==> config.mk <==
export PLATFORM = sky130hd
export DESIGN_NAME = eoli_tail
export DESIGN_NICKNAME = d
export VERILOG_FILES = /design/src/sv/eoli_pkg.sv /design/src/sv/eoli_tail.sv
export SDC_FILE = /design/constraint.sdc
export NUM_CORES = 2
export LEC_CHECK = 0
export ABC_AREA = 1
export BUFFER_PORTS_ARGS = -buffer_cell sky130_fd_sc_hd__buf_2
export CORE_ASPECT_RATIO = 1.75
export CORE_MARGIN = 5
export CORE_UTILIZATION = 35
export DETAILED_ROUTE_END_ITERATION = 16
export PLACE_DENSITY = 0.49
export SLEW_MARGIN = 20
export SYNTH_ARGS = -nofsm -noshare
export SYNTH_HDL_FRONTEND = slang
export SYNTH_SLANG_ARGS = --single-unit
==> constraint.sdc <==
create_clock -name clk -period 9.1 [get_ports clk]
set_input_delay 0.91 -clock clk [delete_from_list [all_inputs] [get_ports clk]]
set_output_delay 0.91 -clock clk [all_outputs]
set_load 0.005 [all_outputs]
==> src/sv/eoli_pkg.sv <==
`timescale 1ns / 1ps
// types and constants shared by the even-odd lattice index converter
// no dependencies

package eoli_pkg;

	localparam int FIELD_DIMS = 4;
	localparam int COORD_W    = 8;
	localparam int EXT_W      = 9;
	localparam int HALF_W     = 31;
	localparam int DIV_STEPS  = 32;
	localparam int CFG_IDX_W  = 2;
	localparam logic [EXT_W-1:0] EXT_RESET = EXT_W'(8);

	localparam logic FUNC_ENCODE = 1'b0;
	localparam logic FUNC_DECODE = 1'b1;

	typedef logic [FIELD_DIMS-1:0][EXT_W-1:0] ext_t;

	typedef struct packed {
		logic              func;
		logic [COORD_W-1:0] coord_in_0;
		logic [COORD_W-1:0] coord_in_1;
		logic [COORD_W-1:0] coord_in_2;
		logic [COORD_W-1:0] coord_in_3;
		logic              parity_in;
		logic [HALF_W-1:0] half_index_in;
	} in_word_t;

	typedef struct packed {
		logic              parity_out;
		logic [HALF_W-1:0] half_index_out;
		logic [COORD_W-1:0] coord_out_0;
		logic [COORD_W-1:0] coord_out_1;
		logic [COORD_W-1:0] coord_out_2;
		logic [COORD_W-1:0] coord_out_3;
		logic              out_of_range;
	} out_word_t;

	// word travelling down the divider chain
	typedef struct packed {
		logic                                 func;
		logic                                 parity_in;
		logic [HALF_W-1:0]                    half;
		logic [FIELD_DIMS-1:0][COORD_W-1:0]   coord_in;
		logic [EXT_W-1:0]                     rem;
		logic [DIV_STEPS-1:0]                 num;
		logic [FIELD_DIMS-1:0][EXT_W-1:0]     coord_dec;
	} div_word_t;

endpackage

==> src/sv/eoli_tail.sv <==
`timescale 1ns / 1ps
// parity fixup, lexicographic encode and volume check, three stages
// depends on eoli_pkg

module eoli_tail (
	input  logic                clk,
	input  logic                arst_n,
	input  logic                en,
	input  eoli_pkg::ext_t      ext,
	input  logic                v_in,
	input  eoli_pkg::div_word_t d_in,
	output logic                v_out,
	output eoli_pkg::out_word_t d_out
);
	import eoli_pkg::*;

	logic [FIELD_DIMS-1:0][EXT_W-1:0]   cin;
	logic [FIELD_DIMS-1:0][COORD_W-1:0] cnew;
	logic                               par_dec;
	logic                               par_enc;
	logic                               inc;
	logic                               carry;
	logic                               oor_enc;
	logic [EXT_W-1:0]                   bumped;

	logic                               v_s1, v_s2, v_s3;
	logic                               func_s1, func_s2;
	logic                               oor0_s1, oor0_s2;
	logic                               par0_s1, par0_s2;
	logic [COORD_W-1:0]                 c0_s1, c0_s2, c1_s1;
	logic [16:0]                        t2_s1;
	logic [25:0]                        t1_s2;
	logic [FIELD_DIMS-1:0][COORD_W-1:0] cdec_s1, cdec_s2;
	logic [DIV_STEPS-1:0]               lex1_s1, lex1_s2;
	logic [17:0]                        p01_s1, p23_s1;
	logic [35:0]                        vol_s2;
	out_word_t                          out_s3;

	logic [34:0]                        lex0;
	logic                               oor_dec;

	always_comb begin
		par_dec = 1'b0;
		par_enc = 1'b0;
		oor_enc = 1'b0;
		for (int d = 0; d < FIELD_DIMS; d++) begin
			par_dec = par_dec ^ d_in.coord_dec[d][0];
			cin[d]  = {1'b0, d_in.coord_in[d]};
			par_enc = par_enc ^ cin[d][0];
			oor_enc = oor_enc | (cin[d] >= ext[d]);
		end
		// wrong parity: step to the next site, mixed-radix increment
		inc   = par_dec ^ d_in.parity_in;
		carry = inc;
		for (int d = 0; d < FIELD_DIMS; d++) begin
			bumped = d_in.coord_dec[d] + EXT_W'(1);
			if (carry && bumped == ext[d]) begin
				cnew[d] = '0;
			end else if (carry) begin
				cnew[d] = bumped[COORD_W-1:0];
				carry   = 1'b0;
			end else begin
				cnew[d] = d_in.coord_dec[d][COORD_W-1:0];
			end
		end
	end

	always_ff @(posedge clk or negedge arst_n) begin
		if (!arst_n) begin
			v_s1 <= 1'b0;
			v_s2 <= 1'b0;
			v_s3 <= 1'b0;
		end else if (en) begin
			v_s1 <= v_in;
			v_s2 <= v_s1;
			v_s3 <= v_s2;
		end
	end

	always_comb begin
		lex0    = 35'(c0_s2) + 35'(ext[0] * t1_s2);
		oor_dec = ({4'b0, lex1_s2} >= vol_s2);
	end

	always_ff @(posedge clk) begin
		if (en) begin
			func_s1 <= d_in.func;
			oor0_s1 <= oor_enc;
			par0_s1 <= par_enc;
			c0_s1   <= d_in.coord_in[0];
			c1_s1   <= d_in.coord_in[1];
			t2_s1   <= 17'(d_in.coord_in[2]) + 17'(ext[2] * d_in.coord_in[3]);
			cdec_s1 <= cnew;
			lex1_s1 <= {d_in.half, inc};
			p01_s1  <= ext[0] * ext[1];
			p23_s1  <= ext[2] * ext[3];

			func_s2 <= func_s1;
			oor0_s2 <= oor0_s1;
			par0_s2 <= par0_s1;
			c0_s2   <= c0_s1;
			t1_s2   <= 26'(c1_s1) + 26'(ext[1] * t2_s1);
			cdec_s2 <= cdec_s1;
			lex1_s2 <= lex1_s1;
			vol_s2  <= p01_s1 * p23_s1;

			if (func_s2 == FUNC_ENCODE) begin
				out_s3.parity_out     <= par0_s2;
				out_s3.half_index_out <= lex0[HALF_W:1];
				out_s3.coord_out_0    <= '0;
				out_s3.coord_out_1    <= '0;
				out_s3.coord_out_2    <= '0;
				out_s3.coord_out_3    <= '0;
				out_s3.out_of_range   <= oor0_s2;
			end else begin
				out_s3.parity_out     <= 1'b0;
				out_s3.half_index_out <= '0;
				out_s3.coord_out_0    <= cdec_s2[0];
				out_s3.coord_out_1    <= cdec_s2[1];
				out_s3.coord_out_2    <= cdec_s2[2];
				out_s3.coord_out_3    <= cdec_s2[3];
				out_s3.out_of_range   <= oor_dec;
			end
		end
	end

	assign v_out = v_s3;
	assign d_out = out_s3;

endmodule

; Yosys cells after proc, flatten, opt, wreduce, memory -nomap -nowiden
; Cells that the tools add are included.
[word_totals]
reg_bits = 341
in_bits = 182
[op_classes]
n_addsub = 7
n_mul = 6
n_lt_le_gt_ge = 5
n_eq_ne = 4
n_mux = 8
bitwise = 10
n_reduce_logical = 4
[op_table]
columns = operator, n
row1 = $add A9 B1 Y9 const B, 4
row2 = $eq A9 B9 Y1, 4
row3 = $ge A32 B36 Y1, 1
row4 = $ge A8 B9 Y1, 4
row5 = $mul A18 B18 Y36, 1
row6 = $mul A9 B9 Y18, 2
row7 = $add A8 B32 Y32, 1
row8 = $mul A9 B26 Y32, 1
row9 = $mux W8, 4
row10 = $add A8 B26 Y26, 1
row11 = $mul A9 B17 Y26, 1
row12 = $add A8 B17 Y17, 1
row13 = $mul A9 B8 Y17, 1
row14 = $xor A1 B1 Y1, 7
row15 = $logic_and A1 B1 Y1, 4
row16 = $mux W1, 4
row17 = $or A1 B1 Y1, 3

; Logic depth before layout (Yosys ltp)
[depth]
word_depth = 11
mapped_depth = 28
ltp_nobuf = 26

; Worst setup path before layout
; No wires, ideal clock.
[synth_timing]
kind = register to register
startpoint = register p23_s1[9]
endpoint = register vol_s2[26], data pin
setup_time_ps = 262
arrival_ps = 5320
required_time_ps = 8838
slack_ps = 3518
stages_incl_launch_ff = 23
n_path_buf = 2
period_less_slack_ps = 5582
path_cell_list = edfxtp_1 > clkbuf_1 > clkbuf_1 > nand2_1 > fa_1 > inv_1 > fa_1 > inv_1 > fa_1 > inv_1 > fa_1 > fa_1 > inv_1 > fa_1 > inv_1 > ha_1 > nand2_1 > nor2_1 > nand2_1 > o21ai_0 > nand2_1 > a21oi_1 > xor2_1
[synth_between]
elab_chain_len = 1
[synth_rtl]
columns = item, line
row1 = "start, declared", eoli_tail.sv:35  ; logic [17:0] p01_s1, p23_s1;
row2 = "start signal, assigned", eoli_tail.sv:96  ; p23_s1 <= ext[2] * ext[3];
row3 = $mul A18 B18 Y36, eoli_tail.sv:105  ; vol_s2 <= p01_s1 * p23_s1;
row4 = "end signal, assigned", eoli_tail.sv:105
row5 = "end, declared", eoli_tail.sv:36  ; logic [35:0] vol_s2;
; Every way passes these cells.
; A chain may end at the register's enable or synchronous reset.

; Final worst setup path
[layout_timing]
startpoint = register p01_s1[7]
endpoint = register vol_s2[26], data pin
[layout_between]
elab_chain_len = 1
[layout_rtl]
columns = item, line
row1 = "start, declared", eoli_tail.sv:35
row2 = "start signal, assigned", eoli_tail.sv:95  ; p01_s1 <= ext[0] * ext[1];
row3 = $mul A18 B18 Y36, eoli_tail.sv:105
; Every way passes these cells.

==> flow_metrics.env <==
export IMPL_status="completed"
export IMPL_synth_seq_cells=341
export IMPL_post_cts_resized=0
export IMPL_route_detailed_drc=0
export IMPL_numClockSinks=341
export IMPL_synthToLayoutAreaGrowth_pct=7.981
export IMPL_clk_path_buf_depth=3
export IMPL_core_area_sq_um=131700
export IMPL_grtUsageTotal_pct=17.77
export IMPL_critPathMaxStageDelay_ns=0.98
export IMPL_cp_end_kind="flop"
export IMPL_port_buffers=206
export IMPL_first_pass_iters=5
export IMPL_pin_count=248
export IMPL_crit_chain="nand2_1 -> fa_1 -> inv_1 -> fa_1 -> inv_1 -> fa_1 -> inv_1 -> fa_1 -> fa_1 -> inv_1 -> fa_1 -> inv_1 -> ha_1 -> nand2_1 -> nor2_1 -> nand2_1 -> o21ai_0 -> nand2_1 -> a21oi_1 -> xor2_1"
export IMPL_worstPathArrival_ns=6.82
export IMPL_layout_nets=6838
export IMPL_cts_root_buf="clkbuf_16"
export IMPL_fp_dieArea_sq_um=140300
export IMPL_grt_pass1_wl_mm=198.8
export IMPL_drt_total_wl_mm=123.6
export IMPL_critical_path_class="flop to flop"
export IMPL_fp_dieW_um=285.3
export IMPL_crit_family="adder cells"
export IMPL_use_met1_pct=20.16
export IMPL_numCtsBuffers=42
export IMPL_cts_max_level=2
export IMPL_use_met3_pct=2.130
export IMPL_crit_buf_inv=5
export IMPL_worst_pin_slew_ns=1.036
export IMPL_final_cell_mix="1478 x nand2_1, 1439 x inv_1, 687 x fa_1"
export IMPL_ys_flop_type="edfxtp_1"
export IMPL_syn_inst=5499
export IMPL_insertion_delay_ns=0.61
export IMPL_synth_largest_area_cell="fa_1"
export IMPL_clk_pin_slew_worst_paths_ns=0.06
export IMPL_synth_edf_count=338
export IMPL_crit_required_ns=9.43
export IMPL_ant_nets=0
export IMPL_dpl_hpwl_mm=99.45
export IMPL_register_area_sq_um=10220
export IMPL_skew_ns=0.02557
export IMPL_vias=34060
export IMPL_final_common_cell="nand2_1"
export IMPL_synth_seq_area_share_pct=22.03
export IMPL_grt_pass1_vias=37370
export IMPL_netlist_area_sq_um=46400
export IMPL_worst_hold_path_type="input pin to async pin"
export IMPL_fillers=13630
export IMPL_slowest_stage="edfxtp_1"
export IMPL_multiInputGateArea_sq_um=29850
export IMPL_ys_types=44
export IMPL_syn_area_per_cell_sq_um=8.439
export IMPL_drt_initial_drc_count=1353
export IMPL_globalRouteMet2Util_pct=34.39
export IMPL_cts_tree="yes"
export IMPL_grt_max_degree=132
export IMPL_slew_headroom_pct=30.41
export IMPL_cap_viol_max_count=0
export IMPL_die_h_um=491.7
export IMPL_async_flop_share_pct=0.8798
export IMPL_startpoint_type="flop"
export IMPL_overflow=0
export IMPL_final_setup_tns_ns=0
export IMPL_hold_viol_final=0
export IMPL_path_max_fanout=18
export IMPL_wl_per_cell_um=17.03
export IMPL_yosysWarnings=0
export IMPL_postCtsSetupRepairBufs=0
export IMPL_netlist_area_leader_share_pct=29.64
export IMPL_post_route_period_util_pct=71.28
export IMPL_vias_per_cell=4.693
export IMPL_antenna_found_initial=12
export IMPL_fin_crit_ns=6.487
export IMPL_fmax_ghz=0.1542
export IMPL_start_util_pct=35.24
export IMPL_cp_common_cell="fa_1"
export IMPL_gp_congestion=0.8152
export IMPL_drive_gt1_share_pct=6.039
export IMPL_syn_num_nets=6803
export IMPL_rows=176
export IMPL_drv_slew=0
export IMPL_cts_hold_buf=0
export IMPL_ys_top_cells_by_area="fa_1 30%, edfxtp_1 22%, nand2_1 12%"
export IMPL_grt_busiest_layer="met2"
export IMPL_setup_violations=0
export IMPL_rsz0062_at_grt="no"
-- worst register-to-register path: stages, from the launching register on --
cell	delay [ns]
edfxtp_1	0.98
nand2_1	0.19
fa_1	0.57
inv_1	0.05
fa_1	0.50
inv_1	0.05
fa_1	0.53
inv_1	0.06
fa_1	0.46
fa_1	0.50
inv_1	0.05
fa_1	0.47
inv_1	0.04
ha_1	0.34
nand2_1	0.09
nor2_1	0.28
nand2_1	0.07
o21ai_0	0.54
nand2_1	0.17
a21oi_1	0.21
xor2_1	0.08
-- final timing paths --
check | startpoint | to | slack (ns) | cells past startpoint
max | p01_s1[7]$_DFFE_PP_ | vol_s2[26]$_DFFE_PP_ | 2.61 | 20
min | arst_n | v_s2$_DFFE_PN0P_ | 0.11 | 1
max reg2reg | p01_s1[7]$_DFFE_PP_ | vol_s2[26]$_DFFE_PP_ | 2.61 | 20
min reg2reg | lex1_s1[0]$_DFFE_PP_ | lex1_s2[0]$_DFFE_PP_ | 0.41 | 0
max in group asynchronous | arst_n | v_s1$_DFFE_PN0P_ | 8.88 | 1
min in group clk | lex1_s1[0]$_DFFE_PP_ | lex1_s2[0]$_DFFE_PP_ | 0.41 | 0
-- logic make-up (layout without fill, tap and decap cells) --
logic type               count (synthesis)  in the layout  share of synthesized area [%]
XOR/XNOR                               115            115                          2.171
other                                    0              3                              0
adder cells (fa/ha/maj)               1122           1122                          41.37
multiplexers                             1              1                        0.02426
AO/OA/AOI/OAI                          350            350                          4.120
flip-flops                             341            341                          22.03
AND/OR/NAND/NOR                       1892           1892                          16.64
buffers and inverters                 1678           1743                          13.65
-- routing by layer --
| layer | part of all wire (%) | vias up |
|---|---|---|
| li1 | - | 16420 |
| met1 | 39 | 16850 |
| met2 | 54 | 579 |
| met3 | 3.5 | 198 |
| met4 | 3.4 | 14 |
| met5 | 0.073 | - |
-- registers in the layout (all words and copies together), names as in the netlist --
register and count:
lex1_s1 32, c1_s1 8, par0_s1 1, oor0_s1 1
v_s1 1, c0_s2 8, par0_s2 1, d_out 65
func_s1 1, v_out 1, oor0_s2 1, v_s2 1
t1_s2 26, vol_s2 36, func_s2 1, p23_s1 18
lex1_s2 32, cdec_s1 32, t2_s1 17, cdec_s2 32
p01_s1 18, c0_s1 8
-- stage by stage --
step / cells / utilization [%] / setup WS, ns / cell area [sq um] / hold slack (ns)
finish: 7258 / 38.05 / 2.613 / 50110 / 0.1145
detailed placement: 7181 / 37.04 / 2.594 / 48780 / 0.4045
CTS: 7255 / 38.05 / 2.562 / 50100 / 0.05430
global placement: 7181 / 37.04 / 2.626 / 48780 / 0.4001
global route: 7256 / 38.05 / 2.361 / 50100 / 0.07261
floorplan: 5499 / - / 3.518 / 46400 / 0.4003
-- synth_stat cells (6+ instances only) --
cell and n:
o21bai_1 22, fa_1 687, nand2_1 1478, xor2_1 67, nor3_1 9, buf_1 28, a31oi_1 14, nand3_1 143
nor4_1 9, inv_2 11, edfxtp_1 338, inv_1 1439, nor2_1 161, nand3_2 11, a21o_1 15, nand4_1 43
nand2_2 11, xnor2_1 48, o21ai_0 87, a21oi_1 194, clkbuf_1 182, buf_2 15, nand3b_1 6, ha_1 435
-- area by class of cell --
| cell class | count | share of cell area [%] |
|---|---|---|
| Inverter | 1451 | 10.87 |
| Clock buffer | 52 | 2.275 |
| Tap cell | 1691 | 4.222 |
| Sequential cell | 341 | 20.41 |
| Clock inverter | 22 | 0.3646 |
| Multi-Input combinational cell | 3480 | 59.57 |
| Antenna cell | 3 | 0.01498 |
| Timing Repair Buffer | 218 | 2.282 |
Power is left out: the tool's default activity adds up to more than one toggle a clock period on the data nets, which glitch-free logic cannot reach.
