$ cat src/sv/eoli_pkg.sv
`timescale 1ns / 1ps
// types and constants shared by the even-odd lattice index converter
// no dependencies

package eoli_pkg;

	localparam int FIELD_DIMS = 4;
	localparam int COORD_W    = 8;
	localparam int EXT_W      = 9;
	localparam int HALF_W     = 31;
	localparam int DIV_STEPS  = 32;
	localparam int CFG_IDX_W  = 2;
	localparam logic [EXT_W-1:0] EXT_RESET = EXT_W'(8);

	localparam logic FUNC_ENCODE = 1'b0;
	localparam logic FUNC_DECODE = 1'b1;

	typedef logic [FIELD_DIMS-1:0][EXT_W-1:0] ext_t;

	typedef struct packed {
		logic              func;
		logic [COORD_W-1:0] coord_in_0;
		logic [COORD_W-1:0] coord_in_1;
		logic [COORD_W-1:0] coord_in_2;
		logic [COORD_W-1:0] coord_in_3;
		logic              parity_in;
		logic [HALF_W-1:0] half_index_in;
	} in_word_t;

	typedef struct packed {
		logic              parity_out;
		logic [HALF_W-1:0] half_index_out;
		logic [COORD_W-1:0] coord_out_0;
		logic [COORD_W-1:0] coord_out_1;
		logic [COORD_W-1:0] coord_out_2;
		logic [COORD_W-1:0] coord_out_3;
		logic              out_of_range;
	} out_word_t;

	// word travelling down the divider chain
	typedef struct packed {
		logic                                 func;
		logic                                 parity_in;
		logic [HALF_W-1:0]                    half;
		logic [FIELD_DIMS-1:0][COORD_W-1:0]   coord_in;
		logic [EXT_W-1:0]                     rem;
		logic [DIV_STEPS-1:0]                 num;
		logic [FIELD_DIMS-1:0][EXT_W-1:0]     coord_dec;
	} div_word_t;

endpackage

$ cat src/sv/eoli_div_cell.sv
`timescale 1ns / 1ps
// one restoring division step of the mixed-radix decoder chain
// depends on eoli_pkg

module eoli_div_cell #(
	parameter int DIM  = 0,
	parameter int STEP = 0
) (
	input  logic                     clk,
	input  logic                     arst_n,
	input  logic                     en,
	input  logic [eoli_pkg::EXT_W-1:0] ext,
	input  logic                     v_in,
	input  eoli_pkg::div_word_t      d_in,
	output logic                     v_out,
	output eoli_pkg::div_word_t      d_out
);
	import eoli_pkg::*;

	logic [EXT_W-1:0] rem_src;
	logic [EXT_W:0]   trial;
	logic [EXT_W:0]   diff;
	logic             ge;
	div_word_t        nxt;
	logic             v_q;
	div_word_t        d_q;

	always_comb begin
		// first step of a dimension starts from a clean remainder
		rem_src = (STEP == 0) ? '0 : d_in.rem;
		trial   = {rem_src, d_in.num[DIV_STEPS-1]};
		ge      = (trial >= {1'b0, ext});
		diff    = trial - {1'b0, ext};
		nxt     = d_in;
		nxt.rem = ge ? diff[EXT_W-1:0] : trial[EXT_W-1:0];
		nxt.num = {d_in.num[DIV_STEPS-2:0], ge};
		if (STEP == DIV_STEPS - 1) begin
			nxt.coord_dec[DIM] = nxt.rem;
		end
	end

	always_ff @(posedge clk or negedge arst_n) begin
		if (!arst_n) begin
			v_q <= 1'b0;
		end else if (en) begin
			v_q <= v_in;
		end
	end

	always_ff @(posedge clk) begin
		if (en) begin
			d_q <= nxt;
		end
	end

	assign v_out = v_q;
	assign d_out = d_q;

endmodule

$ cat config.mk
export PLATFORM = sky130hd
export DESIGN_NAME = eoli_div_cell
export DESIGN_NICKNAME = d
export VERILOG_FILES = /design/src/sv/eoli_pkg.sv /design/src/sv/eoli_div_cell.sv
export SDC_FILE = /design/constraint.sdc
export NUM_CORES = 1
export LEC_CHECK = 0
export BUFFER_PORTS_ARGS = -buffer_cell sky130_fd_sc_hd__buf_4
export CELL_PAD_IN_SITES_DETAIL_PLACEMENT = 0
export CELL_PAD_IN_SITES_GLOBAL_PLACEMENT = 2
export CORE_AREA = 2 2 132 134
export CTS_BUF_LIST = sky130_fd_sc_hd__clkbuf_4 sky130_fd_sc_hd__clkbuf_8 sky130_fd_sc_hd__clkbuf_16
export DETAILED_ROUTE_END_ITERATION = 7
export DIE_AREA = 0 0 134 136
export GPL_ROUTABILITY_DRIVEN = 0
export PLACE_DENSITY_LB_ADDON = 0.1
export RECOVER_POWER = 25
export SYNTH_ARGS = -nofsm -noshare
export SYNTH_HDL_FRONTEND = slang
export SYNTH_SLANG_ARGS = --single-unit
$ cat constraint.sdc
create_clock -name clk -period 0.86 [get_ports clk]
set_input_delay 0.172 -clock clk [delete_from_list [all_inputs] [get_ports clk]]
set_output_delay 0.172 -clock clk [all_outputs]
set_load 0.01 [all_outputs]
-- Word level (Yosys, flattened, before mapping)
Index checks and enable logic that the tools add are counted.
- register bits: 143
- bits of input ports: 155
- output and inout bits: 143
- word-level logic and storage cells: 18
- add/subtract/negate cells: 1
- $lt $le $gt $ge: 1
- mux-type cells: 1
- operators by type and width (cell ; number):
    1-bit by 9-bit greater-or-equal comparator with 1-bit output ; 1
    1-bit by 9-bit subtractor with 9-bit output ; 1
    1-bit two-way mux ; 1

-- Longest topological paths before layout
Gate-level depths: netlist of the first run.
- depth after elaboration: 2
- mapped depth: 5
- mapped depth without buffers: 5

-- Worst setup path after synthesis of the first run
OpenSTA, ideal clock, no wires.
- path kind: input-to-reg
- start point: input d_in[67] (netlist name)
- end point: register d_q (netlist bit d_out[69]) (data pin)
- setup time: 255 ps
- arrival: 988 ps
- required time: 605 ps
- path slack: -382 ps
- cell stages on the path: 5
- path buffers: 0
- path through: inv_1 > ha_1 > nor2b_1 > nor3_4 > and2_1
- longest elaborated chain between the ends: 1
- elaborated cells between the ends (all ways): 2
- classes of those cells: add/sub: 1; order compare: 1
- ends and longest elaborated chain (what ; line ; source):
    from (decl) ; eoli_div_cell.sv:14 ; input eoli_pkg::div_word_t d_in,
    1-bit by 9-bit greater-or-equal comparator with 1-bit output ; eoli_div_cell.sv:32 ; ge = (trial >= {1'b0, ext});
    via ge ; eoli_div_cell.sv:23 ; logic ge;
    to (signal assigned) ; eoli_div_cell.sv:52 ; d_q <= nxt;
    to (decl) ; eoli_div_cell.sv:26 ; div_word_t d_q;
The timed path passes the listed nets, and every way through them passes these cells.
A chain may end at the register's enable or synchronous reset.

-- Worst setup path in the final report of the first run
- start point: register d_q (netlist bit d_out[83])
- end point: output d_out[83] (netlist name)
- RTL lines (what ; line ; source):
    to (decl) ; eoli_div_cell.sv:16 ; output eoli_pkg::div_word_t d_out
No word-level cell between the ends.

==> flow_summary.yaml, run 1 <==
timing:
  fin_crit_sh_pct: 132
  timing.slew.headroom_pct: 63.8
  slew_violations: 0
  hold_viol: 0
  finalSetupViolations: 174
  rsz0062_at_grt: "yes"
  setup_ws_ps: -271
  fin_worst_skew_ps: 0
  fin_crit_ps: 1130
  worstMarginPinSlew_ps: 543
  fmax_ghz: 0.884
global_routing:
  grt.overflow.total: 0
  grt_use_total_pct: 14.2
  grt_pass1_vias: 3638
  grt_pass1_wl_um: 19200
  antenna_found_initial: 0
  grt_max_degree: 43
floorplan:
  num_io_pins: 298
  dieArea_um2: 18200
  start_util_pct: 26.5
  coreArea_um2: 16900
  die_height_um: 136
  die_w_um: 134
  rows: 48
setup_path:
  r2r-start: "v_out$_DFFE_PN0P_"
  crit_type: "register to primary output"
  worstSetupEndpointType: "primary output"
  crit_path_max_fanout: 1
  cp-start-kind: "register"
  reg2regPathDepth: 1
  crit_start: "d_out[83]$_DFFE_PP_"
  crit_buf_inv: 1
  reg2reg_slack_ps: 110
  cpPeakStageDelay_ps: 400
  crit_cells: 1
  critPathArrivalTime_ps: 960
  crit_chain: "buf_6"
  cpMaxStageDelayCell: "edfxtp_1"
  worstPathRequired_ps: 690
  path_delay_family: "flip-flops"
clock_network:
  cts_root_buf: "clkbuf_16"
  insertion_delay_ps: 420
  cts.clk_slew.worst_paths_ps: 60
  cts_buffer_depth: 2
  cts_tree: "built"
  cts_made_buffers: 17
  clkSinkCount: 143
  htree_num_levels: 4
cells_and_area:
  antenna_cells: 0
  post-route-cell-area_um2: 9690
  fillers: 1343
  drive_gt1_share_pct: 55.0
  nNetsFinal: 790
  finalNonFillerCells: 870
  syn_to_final_growth_pct: 117
detailed_routing:
  drc: 0
  drt-initial-drc-count: 92
  dr.pass1.iters: 4
  post_drt_wl_per_cell_um: 15.5
  avgViaCountPerCell: 3.92
  vias: 3409
  drt_wl_total_um: 13500
  drtAntennaViolNets: 0
flow_run:
  maxCapViolations: 0
yosys:
  async_flop_share_pct: 0.699
  avgSynthCellArea_um2: 26.6
  yosysSeqAreaShare_pct: 96.0
  yosysMostFrequentCell: "edfxtp_1"
  synth_top_area_cell: "edfxtp_1"
  synth_top_area_share_pct: 95.4
  synth_seq_cells: 143
  yosysWarningCount: 0
  synth_edf_count: 142
  synthTopCellsByCount: "edfxtp_1 (142), nor4_1 (6), inv_1 (3), nor2_1 (3)"
  synthCells: 168
  synthDistinctLibCells: 15
  synth_flop_cell: "edfxtp_1"
  syn_nets: 325
  syn_area_um2: 4470
  synth_area_leaders: "edfxtp_1 (95%), nor4_1 (0.84%), dfrtp_1 (0.56%)"
outcome:
  violations: "setup timing"
  outcome: "complete, but fails checks"
power_and_ir_drop:
  irDropWorstVdd_uv: 1290
  combPwrFrac_pct: 14.4
  seqPwrFrac_pct: 44.7
  sw_frac_of_total_pct: 20.4
  power_density_nw_per_um2: 1970
  p_int_uw: 15200
  finalPower_uw: 19100
  power.clock.fraction_pct: 40.9
  leakage_uw: 0.00401
  p_sw_uw: 3890
placed_design:
  postPlaceCellArea_um2: 7180
  dp_hpwl_um: 9210
  dp_cells: 702
  portBuffers: 288
worst_hold_path:
  min_path_type: "input pin to asynchronous set/reset pin"
[per-layer routing]
| layer | GRT usage [%] | wire length, µm |
|---|---|---|
| met4 | 7.80 | 354 |
| met1 | 14.7 | 4830 |
| met5 | 0 | 0 |
| met2 | 24.9 | 7240 |
| met3 | 5.59 | 1080 |
[flip-flops by register name, indices dropped and copies added (netlist names)]
signal and flops:
d_out 142, v_out 1
[layout by cell type, fill, tap and decap left out]
cell | synthesis | layout
buf_4 | 0 | 170
edfxtp_1 | 142 | 142
buf_6 | 0 | 135
dlygate4sd3_1 | 0 | 134
clkbuf_16 | 0 | 17
bufinv_16 | 0 | 5
clkinv_2 | 0 | 4
nor4_4 | 0 | 3
nor2_1 | 3 | 3
nor4_2 | 0 | 3
clkinv_1 | 0 | 3
buf_12 | 0 | 3
inv_1 | 3 | 2
or4_4 | 2 | 2
clkbuf_4 | 0 | 2
inv_2 | 0 | 1
nor2b_2 | 0 | 1
nor3_4 | 1 | 1
nand3_1 | 2 | 1
nand3_2 | 0 | 1
a21boi_1 | 1 | 1
nor3_2 | 0 | 1
xor2_1 | 1 | 1
and2_1 | 1 | 1
mux2_2 | 1 | 1
ha_2 | 0 | 1
ha_4 | 0 | 1
clkinvlp_4 | 0 | 1
clkinv_4 | 0 | 1
clkbuf_1 | 0 | 1
clkbuf_2 | 0 | 1
dfrtp_1 | 1 | 1
[cells by family (layout without fill, tap and decap cells)]
family                     count (synthesis)  count (layout)  synth area share (%)
adders and majority gates                  2               2                 0.560
AOI/OAI and AO/OA                          1               1                 0.168
muxes                                      1               1                 0.252
and+or+nand+nor                           17              17                  2.58
xor gates and xnor gates                   1               1                 0.196
DFF                                      143             143                  96.0
buffers and inverters                      3             480                 0.252
[worst paths after layout]
check	end
max	d_out[83]
min	v_out$_DFFE_PN0P_
max reg2reg	v_out$_DFFE_PN0P_
min reg2reg	v_out$_DFFE_PN0P_
min in group clk	d_out[68]$_DFFE_PP_
max in group asynchronous	v_out$_DFFE_PN0P_
[power by group through the flow]
stage | sequential (µW) | clock, µW | combinational (µW)
2_1_floorplan | 8850 | 0 | 56.2
3_3_place_gp | 8540 | 0 | 1960
3_5_place_dp | 8550 | 0 | 1970
4_1_cts | 8470 | 8010 | 2650
5_1_grt | 8560 | 8280 | 2910
6_report | 8510 | 7790 | 2750
[stage by stage]
step | setup TNS (ps) | setup WS (ps) | hold WS (ps) | util (%)
final | -37860 | -271 | 79.0 | 57.4
after global placement | -10470 | -465 | -48.1 | 42.5
after CTS | -37730 | -297 | 83.7 | 56.1
after global routing | -49430 | -315 | 76.9 | 57.4
after detailed placement | -12130 | -497 | -47.2 | 42.5
after floorplan | -1820 | -312 | -124 | -
[timing repair]
action                     in CTS  in global routing
gates cloned                    0                  0
pin swaps                       7                  5
hold endpoints to repair      134                  0
gates resized for setup        82                 59
setup endpoints to repair     148                146
buffers inserted                0                  3
hold buffers                  134                  0
[layout make-up]
cell class / count / area, µm² / share of cell area [%]
multi-input cells: 22 / 259 / 2.67
flip-flops and latches: 143 / 4290 / 44.3
clock inverters: 14 / 198 / 2.04
inverters: 3 / 11.3 / 0.116
repair buffers: 446 / 4220 / 43.6
well taps: 225 / 282 / 2.91
clock buffers: 17 / 425 / 4.39
(Power assumes the default switching activity.)
==> inputs of run 2 (changes only) <==
==> config.mk (replaced) <==
export PLATFORM = sky130hd
export DESIGN_NAME = eoli_div_cell
export DESIGN_NICKNAME = d
export VERILOG_FILES = /design/src/sv/eoli_pkg.sv /design/src/sv/eoli_div_cell.sv
export SDC_FILE = /design/constraint.sdc
export NUM_CORES = 1
export LEC_CHECK = 0
export BUFFER_PORTS_ARGS = -buffer_cell sky130_fd_sc_hd__buf_4
export CORE_AREA = 2 2 114 116
export CTS_BUF_LIST = sky130_fd_sc_hd__clkbuf_4 sky130_fd_sc_hd__clkbuf_8 sky130_fd_sc_hd__clkbuf_16
export DETAILED_ROUTE_END_ITERATION = 7
export DIE_AREA = 0 0 116 118
export GPL_ROUTABILITY_DRIVEN = 0
export PLACE_DENSITY = 0.7
export RECOVER_POWER = 25
export SLEW_MARGIN = 20
export SYNTH_ARGS = -nofsm -noshare
export SYNTH_HDL_FRONTEND = slang
export SYNTH_SLANG_ARGS = --single-unit
==> flow_summary.yaml, run 2 (same netlist as run 1, synthesis figures left out) <==
power_and_ir_drop:
  irDropWorstVdd_uv: 1080
  power_density_nw_per_um2: 1980
  sw_frac_of_total_pct: 21.5
  power.clock.fraction_pct: 40.2
  leakage_uw: 0.00400
  combPwrFrac_pct: 14.8
  p_int_uw: 15000
  p_sw_uw: 4090
  seqPwrFrac_pct: 45.0
floorplan:
  rows: 41
  num_io_pins: 298
  coreArea_um2: 12400
  dieArea_um2: 13700
  die_height_um: 118
  die_w_um: 116
  start_util_pct: 36.0
global_routing:
  antenna_found_initial: 1
  grt.overflow.total: 0
  grt_use_total_pct: 21.5
  grt_pass1_vias: 3900
  grt_pass1_wl_um: 21300
  grt_max_degree: 51
setup_path:
  cp-endpoint: "d_out[21]"
  crit_start: "d_out[21]$_DFFE_PP_"
  cpMaxStageDelayCell: "edfxtp_1"
  crit_buf_inv: 1
  crit_cells: 1
  critPathArrivalTime_ps: 1010
  worstSetupEndpointType: "primary output"
  crit_type: "register to primary output"
  cpPeakStageDelay_ps: 450
  crit_path_max_fanout: 1
  worstPathRequired_ps: 690
  r2r-start: "v_out$_DFFE_PN0P_"
  path_delay_family: "flip-flops"
  crit_chain: "buf_6"
  reg2regPathDepth: 1
  cp-start-kind: "register"
  reg2reg_slack_ps: 80
  crit-reg2reg-capture: "v_out$_DFFE_PN0P_"
timing:
  fmax_ghz: 0.845
  worstMarginPinSlew_ps: 412
  fin_crit_sh_pct: 138
  fin_worst_skew_ps: 0
  slew_violations: 0
  rsz0062_at_grt: "yes"
  finalSetupViolations: 148
  setup_ws_ps: -323
  fin_crit_ps: 1180
  hold_viol: 0
  timing.slew.headroom_pct: 72.5
  tns_ps: -35770
worst_hold_path:
  min_path_type: "input pin to asynchronous set/reset pin"
detailed_routing:
  drtAntennaViolNets: 0
  vias: 3592
  dr.pass1.iters: 4
  drt_wl_total_um: 16300
  post_drt_wl_per_cell_um: 19.9
  avgViaCountPerCell: 4.39
  drt-initial-drc-count: 206
  drc: 0
flow_run:
  maxCapViolations: 0
placed_design:
  portBuffers: 288
  dp_hpwl_um: 9080
clock_network:
  htree_num_levels: 4
  cts_tree: "built"
  insertion_delay_ps: 400
  cts_root_buf: "clkbuf_16"
  cts_made_buffers: 17
  clkSinkCount: 143
  cts_buffer_depth: 2
  cts.clk_slew.worst_paths_ps: 60
cells_and_area:
  drive_gt1_share_pct: 55.1
  nNetsFinal: 790
  fillers: 660
  post-route-util_pct: 77.7
  layout_commonest_cell: "buf_4"
  largest_register_ffs: 142
  syn_to_final_growth_pct: 116
  final_cell_mix: "buf_4 (155), buf_6 (145), edfxtp_1 (142)"
outcome:
  outcome: "complete, but fails checks"
  violations: "setup timing"
run 2: cell count changes in the layout (fill, tap and decap cells not counted), sizes merged:
cell	before	now
diode	0	1
clkinvlp	1	2
buf	308	303
clkinv	8	7
clkbuf	21	28
bufinv	5	4
run 2: metal layers:
layer  global-route usage (%)  up-vias  wire [µm]
met2                     40.3      215       9210
met5                        0        -          0
met1                     21.2     1720       5220
li1                         -     1617          -
met4                     9.45        0        498
met3                     6.80       40       1340
run 2: worst min path at each step:
stage                         to
4_1_cts        v_out$_DFFE_PN0P_
2_1_floorplan  v_out$_DFFE_PN0P_
3_3_place_gp   v_out$_DFFE_PN0P_
6_report       v_out$_DFFE_PN0P_
5_1_grt        v_out$_DFFE_PN0P_
3_5_place_dp   v_out$_DFFE_PN0P_
run 2: through the flow:
stage / cell area, µm² / power [µW] / hold slack, ps / setup slack [ps] / std cells
floorplan: 4520 / 8910 / -124 / -312 / 168
detailed placement: 7080 / 10500 / -51.5 / -496 / 650
finish: 9640 / 19100 / 95.3 / -323 / 819
CTS: 9400 / 18800 / 68.4 / -305 / 816
global placement: 7080 / 10500 / -52.0 / -453 / 650
global route: 9640 / 19600 / 82.6 / -357 / 819
run 2: layout make-up:
| class | count | area, µm² | share of cell area (%) |
|---|---|---|---|
| tap | 172 | 215 | 2.23 |
| clock buffer | 19 | 440 | 4.57 |
| antenna | 1 | 2.50 | 0.0260 |
| inverter | 3 | 11.3 | 0.117 |
| sequential | 143 | 4290 | 44.5 |
| timing repair buffer | 446 | 4230 | 43.9 |
| multi-input combinational | 22 | 285 | 2.96 |
| clock inverter | 13 | 170 | 1.76 |
run 2: power by group through the flow:
stage	clock (µW)	combinational (µW)	sequential, µW
after floorplan	0	56.2	8850
after global placement	0	1910	8540
after detailed placement	0	1940	8570
after CTS	7670	2640	8500
after global routing	8030	2950	8630
final	7660	2820	8590
run 2: timing repair:
item | CTS | global route
endpoints found under the setup margin | 148 | 148
buffers inserted | 0 | 2
pin swaps | 7 | 4
hold endpoints to repair | 134 | 0
gates resized for setup | 96 | 58
hold buffers | 134 | 0
